==> src/design/drse_pkg.sv <==
// Shared types and constants for the dirty rectangle set engine.
// No dependencies; imported by the sequencer, the datapath and the top level.
`default_nettype none
package drse_pkg;

  localparam int CAPACITY_DEF      = 32;
  localparam int PENDING_DEPTH_DEF = 32;
  localparam int COORD_BITS_DEF    = 16;
  localparam int MODE_BITS         = 3;
  localparam logic [1:0] PIECE_LAST = 2'd3;

  typedef enum logic [MODE_BITS-1:0] {
    MODE_ADD    = 3'd0,
    MODE_SUB    = 3'd1,
    MODE_CLIP   = 3'd2,
    MODE_BOUNDS = 3'd3,
    MODE_READ   = 3'd4,
    MODE_REMOVE = 3'd5
  } mode_t;

  typedef enum logic [3:0] {
    S_IDLE, S_START, S_ADD_CHK, S_ADD_EVAL, S_POP_LOAD, S_SUB_CHK, S_SUB_EVAL,
    S_SUB_PIECE, S_CLIP_CHK, S_CLIP_EVAL, S_BND_CHK, S_BND_EVAL, S_READ_WAIT,
    S_RM_RD, S_RM_WR, S_FIN
  } state_t;

  typedef enum logic [2:0] {
    ACT_SKIP, ACT_DROP, ACT_REMOVE, ACT_TRIM, ACT_NEXT, ACT_DESCEND
  } add_act_t;

  typedef struct packed {
    logic load;
    logic start_add;
    logic clr_i;
    logic idx_to_i;
    logic set_found;
    logic rd_i;
    logic rd_idx;
    logic rd_last;
    logic wr_rm;
    logic add_eval;
    logic push_cur;
    logic pop_rd;
    logic pop_load;
    logic inc_i;
    logic sub_piece;
    logic clip_wr;
    logic bnd_acc;
    logic read_cap;
    logic out_load;
  } cmd_t;

  typedef struct packed {
    logic [MODE_BITS-1:0] mode;
    logic     op_empty;
    logic     i_end;
    logic     idx_ok;
    logic     top_zero;
    logic     count_zero;
    add_act_t act;
    logic     ovl;
    logic     cov;
    logic     k_last;
  } status_t;

endpackage
`default_nettype wire

==> src/design/drse_ctrl.sv <==
// Sequencer for the dirty rectangle set engine: walks the store per mode.
// Depends on drse_pkg; drives the datapath through cmd_t, reads status_t.
`default_nettype none
module drse_ctrl (
  input  logic              clk,
  input  logic              rst,
  input  logic              in_valid,
  output logic              in_ready,
  output logic              out_valid,
  input  logic              out_ready,
  input  drse_pkg::status_t status,
  output drse_pkg::cmd_t    cmd
);
  import drse_pkg::*;

  state_t state, state_next;

  always_ff @(posedge clk) begin
    if (rst) begin
      state     <= S_IDLE;
      out_valid <= 1'b0;
    end else begin
      state     <= state_next;
      out_valid <= cmd.out_load | (out_valid & ~out_ready);
    end
  end

  always_comb begin
    state_next = state;
    cmd        = '0;
    in_ready   = 1'b0;
    case (state)
      S_IDLE: begin
        in_ready = 1'b1;
        if (in_valid) begin
          cmd.load   = 1'b1;
          state_next = S_START;
        end
      end
      S_START: begin
        state_next = S_FIN;
        case (status.mode)
          MODE_ADD: begin
            if (!status.op_empty) begin
              cmd.start_add = 1'b1;
              state_next    = S_ADD_CHK;
            end
          end
          MODE_SUB: begin
            if (!status.op_empty) begin
              cmd.clr_i  = 1'b1;
              state_next = S_SUB_CHK;
            end
          end
          MODE_CLIP: begin
            cmd.clr_i  = 1'b1;
            state_next = S_CLIP_CHK;
          end
          MODE_BOUNDS: begin
            if (!status.count_zero) begin
              cmd.clr_i     = 1'b1;
              cmd.set_found = 1'b1;
              state_next    = S_BND_CHK;
            end
          end
          MODE_READ: begin
            if (status.idx_ok) begin
              cmd.rd_idx = 1'b1;
              state_next = S_READ_WAIT;
            end
          end
          MODE_REMOVE: begin
            if (status.idx_ok) begin
              cmd.idx_to_i  = 1'b1;
              cmd.set_found = 1'b1;
              state_next    = S_RM_RD;
            end
          end
          default: state_next = S_FIN;
        endcase
      end
      S_ADD_CHK: begin
        if (status.i_end) begin
          cmd.push_cur = 1'b1;
          if (status.top_zero) begin
            state_next = S_FIN;
          end else begin
            cmd.pop_rd = 1'b1;
            state_next = S_POP_LOAD;
          end
        end else begin
          cmd.rd_i   = 1'b1;
          state_next = S_ADD_EVAL;
        end
      end
      S_ADD_EVAL: begin
        cmd.add_eval = 1'b1;
        case (status.act)
          ACT_DROP: begin
            if (status.top_zero) begin
              state_next = S_FIN;
            end else begin
              cmd.pop_rd = 1'b1;
              state_next = S_POP_LOAD;
            end
          end
          ACT_REMOVE: state_next = S_RM_RD;
          default:    state_next = S_ADD_CHK;
        endcase
      end
      S_POP_LOAD: begin
        cmd.pop_load = 1'b1;
        state_next   = S_ADD_CHK;
      end
      S_SUB_CHK: begin
        if (status.i_end) begin
          state_next = S_FIN;
        end else begin
          cmd.rd_i   = 1'b1;
          state_next = S_SUB_EVAL;
        end
      end
      S_SUB_EVAL: begin
        if (!status.ovl) begin
          cmd.inc_i  = 1'b1;
          state_next = S_SUB_CHK;
        end else if (status.cov) begin
          state_next = S_RM_RD;
        end else begin
          state_next = S_SUB_PIECE;
        end
      end
      S_SUB_PIECE: begin
        cmd.sub_piece = 1'b1;
        if (status.k_last) begin
          state_next = S_RM_RD;
        end
      end
      S_CLIP_CHK: begin
        if (status.i_end) begin
          state_next = S_FIN;
        end else begin
          cmd.rd_i   = 1'b1;
          state_next = S_CLIP_EVAL;
        end
      end
      S_CLIP_EVAL: begin
        if (status.ovl) begin
          cmd.clip_wr = 1'b1;
          state_next  = S_CLIP_CHK;
        end else begin
          state_next = S_RM_RD;
        end
      end
      S_BND_CHK: begin
        if (status.i_end) begin
          state_next = S_FIN;
        end else begin
          cmd.rd_i   = 1'b1;
          state_next = S_BND_EVAL;
        end
      end
      S_BND_EVAL: begin
        cmd.bnd_acc = 1'b1;
        state_next  = S_BND_CHK;
      end
      S_READ_WAIT: begin
        cmd.read_cap = 1'b1;
        state_next   = S_FIN;
      end
      S_RM_RD: begin
        cmd.rd_last = 1'b1;
        state_next  = S_RM_WR;
      end
      S_RM_WR: begin
        cmd.wr_rm = 1'b1;
        case (status.mode)
          MODE_ADD:  state_next = S_ADD_CHK;
          MODE_SUB:  state_next = S_SUB_CHK;
          MODE_CLIP: state_next = S_CLIP_CHK;
          default:   state_next = S_FIN;
        endcase
      end
      S_FIN: begin
        if (!out_valid || out_ready) begin
          cmd.out_load = 1'b1;
          state_next   = S_IDLE;
        end
      end
      default: state_next = S_IDLE;
    endcase
  end

endmodule
`default_nettype wire

==> config.mk <==
export PLATFORM = sky130hd
export DESIGN_NAME = drse_ctrl
export DESIGN_NICKNAME = d
export VERILOG_FILES = /design/src/design/drse_pkg.sv /design/src/design/drse_ctrl.sv
export SDC_FILE = /design/constraint.sdc
export NUM_CORES = 1
export LEC_CHECK = 0
export BUFFER_PORTS_ARGS = -buffer_cell sky130_fd_sc_hd__buf_2
export CAP_MARGIN = 30
export CORE_MARGIN = 5
export CORE_UTILIZATION = 41
export CTS_CLUSTER_DIAMETER = 100
export DETAILED_ROUTE_END_ITERATION = 16
export HOLD_SLACK_MARGIN = 0.08
export PLACE_DENSITY = 0.81
export REMOVE_ABC_BUFFERS = 1
export SLEW_MARGIN = 20
export SYNTH_ARGS = -nofsm -noshare
export SYNTH_HDL_FRONTEND = slang
export SYNTH_SLANG_ARGS = --single-unit
==> constraint.sdc <==
create_clock -name clk -period 1.4 [get_ports clk]
set_input_delay 0.07 -clock clk [delete_from_list [all_inputs] [get_ports clk]]
set_output_delay 0.07 -clock clk [all_outputs]
set_load 0.02 [all_outputs]
==> metrics.txt, run 1 <==
pre-CTS WS -217 ps; Max clock buf depth 2; Congestion Overflow GR 0; met2 WL 1.90 mm; Pleak 0.622 nW; Hold Crit Class primary input to register; Synth cell types 41; post-route setup slack -237 ps; Compound-Gate Fraction of Synth Area 0.293; Root Driver clkbuf_4; clk_lat worst skew 260 ps; design area between 1000 and 1500 sq um; commonest non-fill, non-tap cell in the layout buf_4; post-synth top area share 0.127; critical path buffer and inverter count 0; DRT met1 WL 1.33 mm; initial core utilization 0.441; vias in the first global route 1137; startpoint type of the worst setup path register; hold_sp in_valid; Post-synth EDFFs 0; max incr delay on CP ~400 ps; Setup crit start state[3]$_SDFFE_PP0P_; Synth Area in Adders 0; mux share of post-synthesis cell area 0; top cells by area, synth dfxtp_1 (13%), nor3_1 (7.6%), a21oi_1 (5.7%); reg2reg start state[3]$_SDFFE_PP0P_; final hold slack 185 ps; wire length on met3 522 um; crit-path leading delay family compound AO/OA/AOI/OAI gates; most frequent cells in the layout buf_4 (31), buf_2 (27), nor2_1 (10), a21oi_1 (9), buf_6 (9); Syn Std Cell Area 787 sq um; initial antenna violation count 0; synthesized-area fraction occupied by and/or/nand/nor cells 0.471; H-tree levels 1; Arr. time, crit path between 1500 and 2000 ps; DP HPWL 2.36 mm; crit path cell chain nand2b_1, o32ai_2, nor3_2, a311oi_2; die width 53.8 um; DR vias/cell 6.36; CTS Buf Count 3; Final Skew 7.25 ps; share of cells above drive strength 1 0.552; asr flop ratio synth 0; slowest stage cell, crit path o32ai_2; post-layout minimum cycle time 1640 ps; Post-Place Cells 194; post-layout instance count excluding filler cells 206; Reg2Reg Setup Slack -240 ps; Synth Warn # 0; CP endpoint kind register; Buffers on Ports 38; Synth Flop Type dfxtp_1; Slew Viols, Final 0; status finished with violations; clk sinks 5; pwr dens roughly 1700 nW/um^2; DRC viols 0; CTS tree yes; reg2reg path depth 4; global-route wire length before repair about 5.4 mm; CP Class register to register; XOR/XNOR Fraction of Synth Area 0.0111; synthesized flop and latch total 5; clock-pin slew on the worst setup and hold paths 60 ps; Worst Tran Pin Value 400 ps; via count roughly 1300; Post-Place Cell Area 1120 sq um; Slew headroom 0.731; core area 1780 sq um; Yosys top cell by area dfxtp_1; critical path depth 4; Syn-to-layout area delta 80.1%; final hold vios 0; routed length per instance approximately 19 um; Fmax 0.611 GHz; Antenna Cells 0; Setup-failing EPs final 20; Critical R2R Capture state[0]$_SDFFE_PP0P_; Post-Route WL 3.99 mm; CP endpoint state[0]$_SDFFE_PP0P_; RSZ-0062 raised after global routing yes; Final GP Congestion 1.02; uppermost layer routed met4; Mapped Cells 119; largest family of logic cells by synthesized area simple AND/OR/NAND/NOR gates; Critical Path Fanout Max 5; gr usage total 0.256; mean post-synth cell area 6.61 sq um; largest net degree at the start of global routing 13; 1st-iter DRT viols 116; sequential share of the synthesized area 0.127; 1st-pass router iterations 8; Die Area 2900 sq um; num ports 39; Max Cap Viol 0; maximum VDD drop 0.00129 V; antenna viol nets, final 0; Req. time, crit path 1540 ps; NumNets Final 200; die height 53.8 um; FP Rows 15; Tcrit/Tclk final 1.17; failing checks setup timing
logic make-up (layout without fill, tap and decap cells):
logic type	Yosys count	count (layout)
buf+inv	17	79
xor+xnor	1	1
flops	5	5
simple gates	62	62
compound gates	34	34
what timing repair did:
item                                    CTS  global route
endpoints found under the setup margin   21            23
pin swaps                                 9             8
hold buffers                              1             0
hold endpoints to repair                  3             0
resized for setup                        32            21
buffers inserted                          4             3
tightest hold or removal path, delay by kind of cell:
kind	cells	cell delay, ps
AOI/OAI and AO/OA	1	80
buffers and inverters	1	100
and+or+nand+nor	1	140
Yosys cell counts (3+ instances only):
library cell / number
buf_2: 4
dfxtp_1: 5
inv_1: 7
a311oi_1: 3
nor4_1: 6
nand2b_1: 5
o21ai_0: 5
nor2_1: 11
nor2b_1: 5
nand2_1: 7
a21oi_1: 9
clkbuf_1: 4
nor3_1: 12
a22oi_1: 3
layer usage:
layer	track usage	up-vias
met4	0.0936	0
met1	0.315	581
met2	0.425	121
met5	0	-
met3	0.0665	39
li1	-	570
final cells by class:
class | count | area [sq um]
clock buffers | 4 | 26.3
fillers | 110 | 365
well taps | 25 | 31.3
repair buffers | 68 | 479
multi-input cells | 97 | 739
inverters | 7 | 28.8
flip-flops and latches | 5 | 113
flip-flops by register name, summed over array words and instances, names as in the netlist:
register / cells
out_valid: 1
state: 4
stage by stage:
step           power [mW]  setup TNS (ps)   util
4_1_cts              1.97           -1540  0.729
2_1_floorplan       0.954           -3110      -
3_5_place_dp         1.57            -698  0.629
5_1_grt              2.49           -4230  0.795
6_report             2.37           -2990  0.795
3_3_place_gp         1.53            -250  0.629
where the power goes:
group | total [mW] | switching, mW | internal [mW]
sequential | 0.290 | 0.0790 | 0.211
clock | 0.190 | 0.0813 | 0.109
combinational | 1.89 | 0.987 | 0.899
how the worst min path moves through the flow:
stage / end / slack (ps) / cells after the start
2_1_floorplan: out_valid$_SDFF_PP0_ / 140 / 1
3_3_place_gp: out_valid$_SDFF_PP0_ / 280 / 2
3_5_place_dp: state[1]$_SDFFE_PP0P_ / 300 / 2
4_1_cts: state[0]$_SDFFE_PP0P_ / 160 / 3
5_1_grt: state[0]$_SDFFE_PP0P_ / 190 / 3
6_report: state[0]$_SDFFE_PP0P_ / 180 / 3
No activity file was read; power rests on OpenSTA's default activity.
==> inputs of run 2 (changes only) <==
--- a/config.mk
+++ b/config.mk
@@ -12,6 +12,7 @@
 export CTS_CLUSTER_DIAMETER = 100
 export DETAILED_ROUTE_END_ITERATION = 16
 export HOLD_SLACK_MARGIN = 0.08
+export MAX_ROUTING_LAYER = met4
 export PLACE_DENSITY = 0.81
 export REMOVE_ABC_BUFFERS = 1
 export SLEW_MARGIN = 20
==> run 2 against run 1 <==
The flow now stops in global routing (5_1_grt). Synthesized cell count stayed put. Area after synthesis is the same.
==> metrics.txt, run 2 <==
largest net degree at the start of global routing 13; Syn Std Cell Area 787 sq um (unchanged); clk sinks 5 (unchanged); DP HPWL 2.29 mm (was 2.36 mm); Buffers on Ports 38 (unchanged); status stopped before the end (was finished with violations); worst endpoint after global-route timing repair state[3]$_SDFFE_PP0P_/D; num ports 39 (unchanged); Stop stage global routing (5_1_grt); FP Rows 15 (unchanged); Post-synth EDFFs 0 (unchanged); Log Error [ERROR DPL-0038] Utilization greater than 100%, impossible to legalize; Synth Warn # 0 (unchanged); Synth Flop Type dfxtp_1 (unchanged); cell with the most instances after synthesis nor3_1 (unchanged); top cells by area, synth dfxtp_1 (13%), nor3_1 (7.6%), a21oi_1 (5.7%) (unchanged); Final GP Congestion 0.936 (was 1.02); sequential share of the synthesized area 0.127 (unchanged); synthesized flop and latch total 5 (unchanged); initial core utilization 0.441 (unchanged); Root Driver clkbuf_4 (unchanged); die height 53.8 um (unchanged); Max clock buf depth 2 (unchanged); Mapped Cells 119 (unchanged); worst endpoint type register data pin; die width 53.8 um (unchanged); CTS Buf Count 3 (unchanged); Synth cell types 41 (unchanged); mean post-synth cell area 6.61 sq um (unchanged); H-tree levels 1 (unchanged); synth cell count leaders nor3_1 (12), nor2_1 (11), a21oi_1 (9) (unchanged); post-synth top area share 0.127 (unchanged); Yosys top cell by area dfxtp_1 (unchanged); asr flop ratio synth 0 (unchanged)
## run 2: cell counts after synthesis
Identical to the previous run, type by type.
## run 2: logic make-up after synthesis
group	count (synthesis)	synth area share
buffers and inverters	17	0.0986
DFF	5	0.127
AOI/OAI and AO/OA	34	0.293
xor gates and xnor gates	1	0.0111
and+or+nand+nor	62	0.471
## run 2: metrics by stage
step	hold WS [ps]	TNS, ps	instance area [sq um]	worst slack, ps	std cells
after global placement	277	-469	1140	-130	197
after CTS	137	-1770	1500	-199	218
after floorplan	139	-3110	736	-430	109
after detailed placement	291	-871	1140	-192	197
## run 2: what timing repair did
item,4_1_cts
pin swaps,15
hold buffers,1
hold endpoints to repair,3
endpoints found under the setup margin,23
buffers inserted,16
gates resized for setup,52
==> inputs of run 3 (changes only) <==
--- a/config.mk
+++ b/config.mk
@@ -7,13 +7,10 @@
 export LEC_CHECK = 0
 export BUFFER_PORTS_ARGS = -buffer_cell sky130_fd_sc_hd__buf_2
 export CAP_MARGIN = 30
-export CORE_MARGIN = 5
-export CORE_UTILIZATION = 41
-export CTS_CLUSTER_DIAMETER = 100
+export CORE_AREA = 5 5 66 68
 export DETAILED_ROUTE_END_ITERATION = 16
-export HOLD_SLACK_MARGIN = 0.08
-export MAX_ROUTING_LAYER = met4
-export PLACE_DENSITY = 0.81
+export DIE_AREA = 0 0 71 73
+export PLACE_DENSITY_LB_ADDON = 0.15
 export REMOVE_ABC_BUFFERS = 1
 export SLEW_MARGIN = 20
 export SYNTH_ARGS = -nofsm -noshare
==> constraint.sdc (replaced) <==
create_clock -name clk -period 1.8 [get_ports clk]
set_input_delay 0.09 -clock clk [delete_from_list [all_inputs] [get_ports clk]]
set_output_delay 0.09 -clock clk [all_outputs]
set_load 0.02 [all_outputs]
==> run 3 against run 2 <==
The flow now finishes without violations.
==> metrics.txt, run 3 (synthesized netlist as in run 1, its figures left out) <==
Slew headroom 0.737; FP Rows 23 (was 15); DR vias/cell 4.97; most frequent cells in the layout buf_2 (38), buf_4 (13), nor3_1 (12), nor2_1 (11), a21oi_1 (9); share of cells above drive strength 1 0.384; clock-pin slew on the worst setup and hold paths 40 ps; Critical R2R Capture state[3]$_SDFFE_PP0P_; reg2reg start state[0]$_SDFFE_PP0P_; clk sinks 5 (unchanged); global-route wire length before repair roughly 4.7 mm; Congestion Overflow GR 0; CP Class register to primary output; Setup-failing EPs final 0; pwr dens 1200 nW/um^2; initial core utilization 0.207 (was 0.441); post-layout minimum cycle time 1720 ps; Root Driver clkbuf_8 (was clkbuf_4); via count 1063; Logic pwr share 0.678; setup TNS 0 ps; Syn-to-layout area delta 45.6%; Pleak 0.508 nW; RSZ-0062 raised after global routing no; reg2reg path depth 5; Final GP Congestion 0.877 (was 0.936); commonest non-fill, non-tap cell in the layout buf_2; post-CTS setup buffer count 0 (was 16); Reg2Reg Setup Slack between 200 and 250 ps; Largest regs state x4, out_valid x1; maximum VDD drop approximately 0.00035 V; Die Area ~5200 sq um; hold path depth 2; 1st-pass router iterations 4; NumNets Final 183; Hold Crit Class primary input to register; Max Cap Viol 0; Buffers on Ports 38 (unchanged); Net Sw Power 0.674 mW; Antenna Cells 0; gr usage total 0.110; DP HPWL 2.35 mm (was 2.29 mm); startpoint type of the worst setup path register; CTS tree yes; status completed (was stopped before the end); fill count 426; internal cell power about 0.7 mW; die height 73 um (was 53.8 um); max reg flops 4; final hold vios 0; Tcrit/Tclk final 0.955; die width 71 um (was 53.8 um); DRC viols 0; CTS Buf Count 3 (unchanged); Arr. time, crit path 1630 ps; CP endpoint kind primary output; Max clock buf depth 2 (unchanged); Clock Power Share 0.160; Req. time, crit path 1710 ps; Final Skew between 2 and 2.5 ps; 1st-iter DRT viols 36; Worst Tran Pin Value 391 ps; H-tree levels 1 (unchanged); Flop pwr share 0.162; initial antenna violation count 0; Total Power 1.37 mW; Fmax slightly below 0.6 GHz; num ports 39 (unchanged); antenna viol nets, final 0; largest net degree at the start of global routing 13; clk_lat worst skew 230 ps; post-layout util 0.302; Slew Viols, Final 0; hold_sp rst; WHS Endpoint out_valid$_SDFF_PP0_; switch share 0.491; Critical Path Fanout Max 6; Biggest register state; core area 3800 sq um; Post-CTS Hold Buffers 0 (was 1); vias in the first global route roughly 1000; routed length per instance roughly 14 um; Post-Route WL just under 3 mm
run 3: area by class of cell:
| type | count | area (sq um) | area share |
|---|---|---|---|
| flip-flops and latches | 5 | 103 | 0.0895 |
| clock buffers | 4 | 45.0 | 0.0393 |
| multi-input cells | 97 | 622 | 0.543 |
| well taps | 50 | 62.6 | 0.0546 |
| inverters | 7 | 26.3 | 0.0229 |
| repair buffers | 51 | 288 | 0.251 |
run 3: worst max path at each step:
stage,depth (start not counted),slack [ps],startpoint,end
after floorplan,2,-50,state[0]$_SDFFE_PP0P_,cmd[12]
after global placement,5,230,state[0]$_SDFFE_PP0P_,state[3]$_SDFFE_PP0P_
after detailed placement,4,230,state[1]$_SDFFE_PP0P_,state[3]$_SDFFE_PP0P_
after CTS,4,40,state[2]$_SDFFE_PP0P_,cmd[18]
after global routing,6,6,state[0]$_SDFFE_PP0P_,cmd[7]
final,3,80,state[0]$_SDFFE_PP0P_,cmd[12]
run 3: power by group through the flow:
stage | Sequential, mW | Combinational (mW) | Clock (mW)
global route | 0.228 | 1.00 | 0.232
detailed placement | 0.214 | 0.899 | 0
finish | 0.222 | 0.930 | 0.220
global placement | 0.218 | 0.912 | 0
floorplan | 0.266 | 0.477 | 0
CTS | 0.215 | 0.905 | 0.220
run 3: critical path, cell delays in order, from the launching register on:
cell and delay [ps]:
dfxtp_1 430, or4b_4 540, nor4_1 220, buf_2 200
run 3: metrics by stage:
| step | setup slack, ps | area [sq um] | std cells | hold slack [ps] |
|---|---|---|---|---|
| 4_1_cts | 42.6 | 1130 | 214 | 54.1 |
| 5_1_grt | 5.96 | 1150 | 214 | 55.4 |
| 6_report | 80.9 | 1150 | 214 | 60.2 |
| 3_3_place_gp | 234 | 1090 | 210 | 302 |
| 2_1_floorplan | -50.0 | 736 | 109 | 159 |
| 3_5_place_dp | 228 | 1090 | 210 | 293 |
run 3: per-layer routing:
| metal | wire length (um) | global-route usage | share of wire |
|---|---|---|---|
| met5 | 0 | 0 | 0 |
| met3 | 155 | 0.0262 | 0.052 |
| met1 | 1330 | 0.143 | 0.45 |
| met2 | 1450 | 0.182 | 0.49 |
| met4 | 29 | 0.0271 | 0.0098 |
run 3: timing repair:
action                     4_1_cts  5_1_grt
setup endpoints to repair        1        2
pin swaps                        0        1
resized for setup                1        3
==> inputs of run 4 (changes only) <==
--- a/config.mk
+++ b/config.mk
@@ -10,6 +10,8 @@
 export CORE_AREA = 5 5 66 68
 export DETAILED_ROUTE_END_ITERATION = 16
 export DIE_AREA = 0 0 71 73
+export GPL_TIMING_DRIVEN = 0
+export HOLD_SLACK_MARGIN = 0.12
 export PLACE_DENSITY_LB_ADDON = 0.15
 export REMOVE_ABC_BUFFERS = 1
 export SLEW_MARGIN = 20
==> run 4 against run 3 <==
Largest cell class unchanged. Sequential share of layout area rose by 1.3 points. Cell area down 2.2%. Total power decreased by 6.0%. Die area unchanged. Global-route usage down 0.37 points.
==> metrics.txt, run 4 (synthesized netlist as in run 1, its figures left out) <==
Pleak 0.467 nW (was 0.508 nW); share of cells above drive strength 1 0.368 (was 0.384); CP endpoint cmd[12] (unchanged); commonest non-fill, non-tap cell in the layout buf_2 (unchanged); 1st-pass router iterations 4 (unchanged); Root Driver clkbuf_8 (unchanged); clk sinks 5 (unchanged); Final Skew 3.62 ps (was 2.06 ps); Critical Path Fanout Max 18 (was 6); status completed (unchanged); CP Class register to primary output (unchanged); gr usage total 0.106 (was 0.110); FP Rows 23 (unchanged); final hold slack 217 ps (was 60.2 ps); reg2reg start state[0]$_SDFFE_PP0P_ (unchanged); Tcrit/Tclk final 0.953 (was 0.955); Multi-input gate area 647 sq um (was 622 sq um); via count 1034 (was 1063); Max Cap Viol 0 (unchanged); Critical R2R Capture state[3]$_SDFFE_PP0P_ (unchanged); Biggest register state (unchanged); reg2reg path depth 4 (was 5); Reg2Reg Setup Slack 200 ps (was 220 ps); H-tree levels 1 (unchanged); num ports 39 (unchanged); routed length per instance 13.7 um (was 13.9 um); Buffers on Ports 38 (unchanged); CTS Buf Count 3 (unchanged); crit path cell chain or4b_4, nor4_4, buf_4 (was or4b_4, nor4_1, buf_2); Setup crit start state[0]$_SDFFE_PP0P_ (unchanged); Antenna Cells 0 (unchanged); Die Area 5180 sq um (unchanged); NumNets Final 174 (was 183); maximum VDD drop 0.000296 V (was 0.000350 V); CTS tree yes (unchanged); Fmax 0.583 GHz (was 0.582 GHz); most frequent cells in the layout buf_2 (37), nor3_1 (11), nor2_1 (11), a21oi_1 (9), inv_1 (7) (was buf_2 (38), buf_4 (13), nor3_1 (12), nor2_1 (11), a21oi_1 (9)); Syn-to-layout area delta 42.4% (was 45.6%); max reg flops 4 (unchanged); Req. time, crit path 1710 ps (about the same); Arr. time, crit path 1630 ps (about the same); Hold Crit Class primary input to register (unchanged); DP HPWL 2.05 mm (was 2.35 mm); pwr dens 1150 nW/um^2 (was 1200 nW/um^2); Congestion Overflow GR 0 (unchanged); vias in the first global route 982 (was 1011); fill count 426 (unchanged); DR vias/cell 5.04 (was 4.97); Slew headroom 0.696 (was 0.737); clk_lat worst skew 220 ps (was 230 ps); slowest stage cell, crit path or4b_4 (unchanged); initial core utilization 0.207 (unchanged); final hold vios 0 (unchanged); die width 71 um (unchanged); clock-pin slew on the worst setup and hold paths 30 ps (was 40 ps); RSZ-0062 raised after global routing no (unchanged); initial antenna violation count 0 (unchanged); Worst Tran Pin Value 451 ps (was 391 ps); Max clock buf depth 2 (unchanged); core area 3800 sq um (unchanged); 1st-iter DRT viols 54 (was 36); Slew Viols, Final 0 (unchanged); max incr delay on CP 550 ps (was 540 ps); Setup-failing EPs final 0 (unchanged); FF/Latch Area 115 sq um (was 103 sq um); Final GP Congestion 0.824 (was 0.877); startpoint type of the worst setup path register (unchanged); CP endpoint kind primary output (unchanged); DRC viols 0 (unchanged); largest net degree at the start of global routing 20 (was 13); Post-Route WL 2.81 mm (was 2.97 mm); die height 73 um (unchanged); post-layout minimum cycle time 1720 ps (about the same); Largest regs state x4, out_valid x1 (unchanged); antenna viol nets, final 0 (unchanged); setup TNS 0 ps (unchanged); global-route wire length before repair 4.55 mm (was 4.66 mm)
[run 4: how the worst min path moves through the flow]
stage	start	end	slack (ps)	cells past startpoint
after floorplan	rst	out_valid$_SDFF_PP0_	160	1
after global placement	rst	out_valid$_SDFF_PP0_	300	2
after detailed placement	rst	out_valid$_SDFF_PP0_	310	2
after CTS	in_valid	state[0]$_SDFFE_PP0P_	210	3
after global routing	in_valid	state[0]$_SDFFE_PP0P_	220	3
final	in_valid	state[0]$_SDFFE_PP0P_	220	3
[run 4: cell type report]
cell class | count | share of cell area
Clock buffer | 4 | 0.0402
Inverter | 7 | 0.0234
Multi-Input combinational cell | 97 | 0.577
Sequential cell | 5 | 0.103
Tap cell | 50 | 0.0558
Timing Repair Buffer | 42 | 0.201
[run 4: power breakdown]
part,total (mW),leakage (nW),switching (mW),internal [mW]
logic,0.751,0.400,0.430,0.321
registers,0.332,0.0437,0.162,0.170
clock network,0.208,0.0228,0.0556,0.152
[run 4: critical path: cells and delay by family (launching register included)]
kind,cells,cell delay [ps]
and+or+nand+nor,2,780
DFF,1,440
buffers and inverters,1,180
[run 4: per-layer routing]
layer	wire, um	vias to the layer above	global-route usage
met3	142	7	0.0248
met2	1330	26	0.178
met1	1290	479	0.134
met4	44	0	0.0355
met5	0	-	0
li1	-	522	-
[run 4: through the flow]
step	instances	setup WS [ps]	utilization	power [mW]	area [sq um]
3_5_place_dp	197	-313	0.260	0.983	988
3_3_place_gp	197	-324	0.260	0.988	988
6_report	205	83.8	0.295	1.29	1120
4_1_cts	202	1.68	0.278	1.22	1060
5_1_grt	205	2.26	0.295	1.40	1120
2_1_floorplan	109	-50.0	-	0.742	736
[run 4: timing repair]
| action | CTS | global route |
|---|---|---|
| buffers inserted | 0 | 3 |
| gates resized for setup | 6 | 9 |
| hold buffers | 1 | 0 |
| setup endpoints to repair | 15 | 7 |
| pin swaps | 0 | 1 |
| hold endpoints to repair | 3 | 0 |
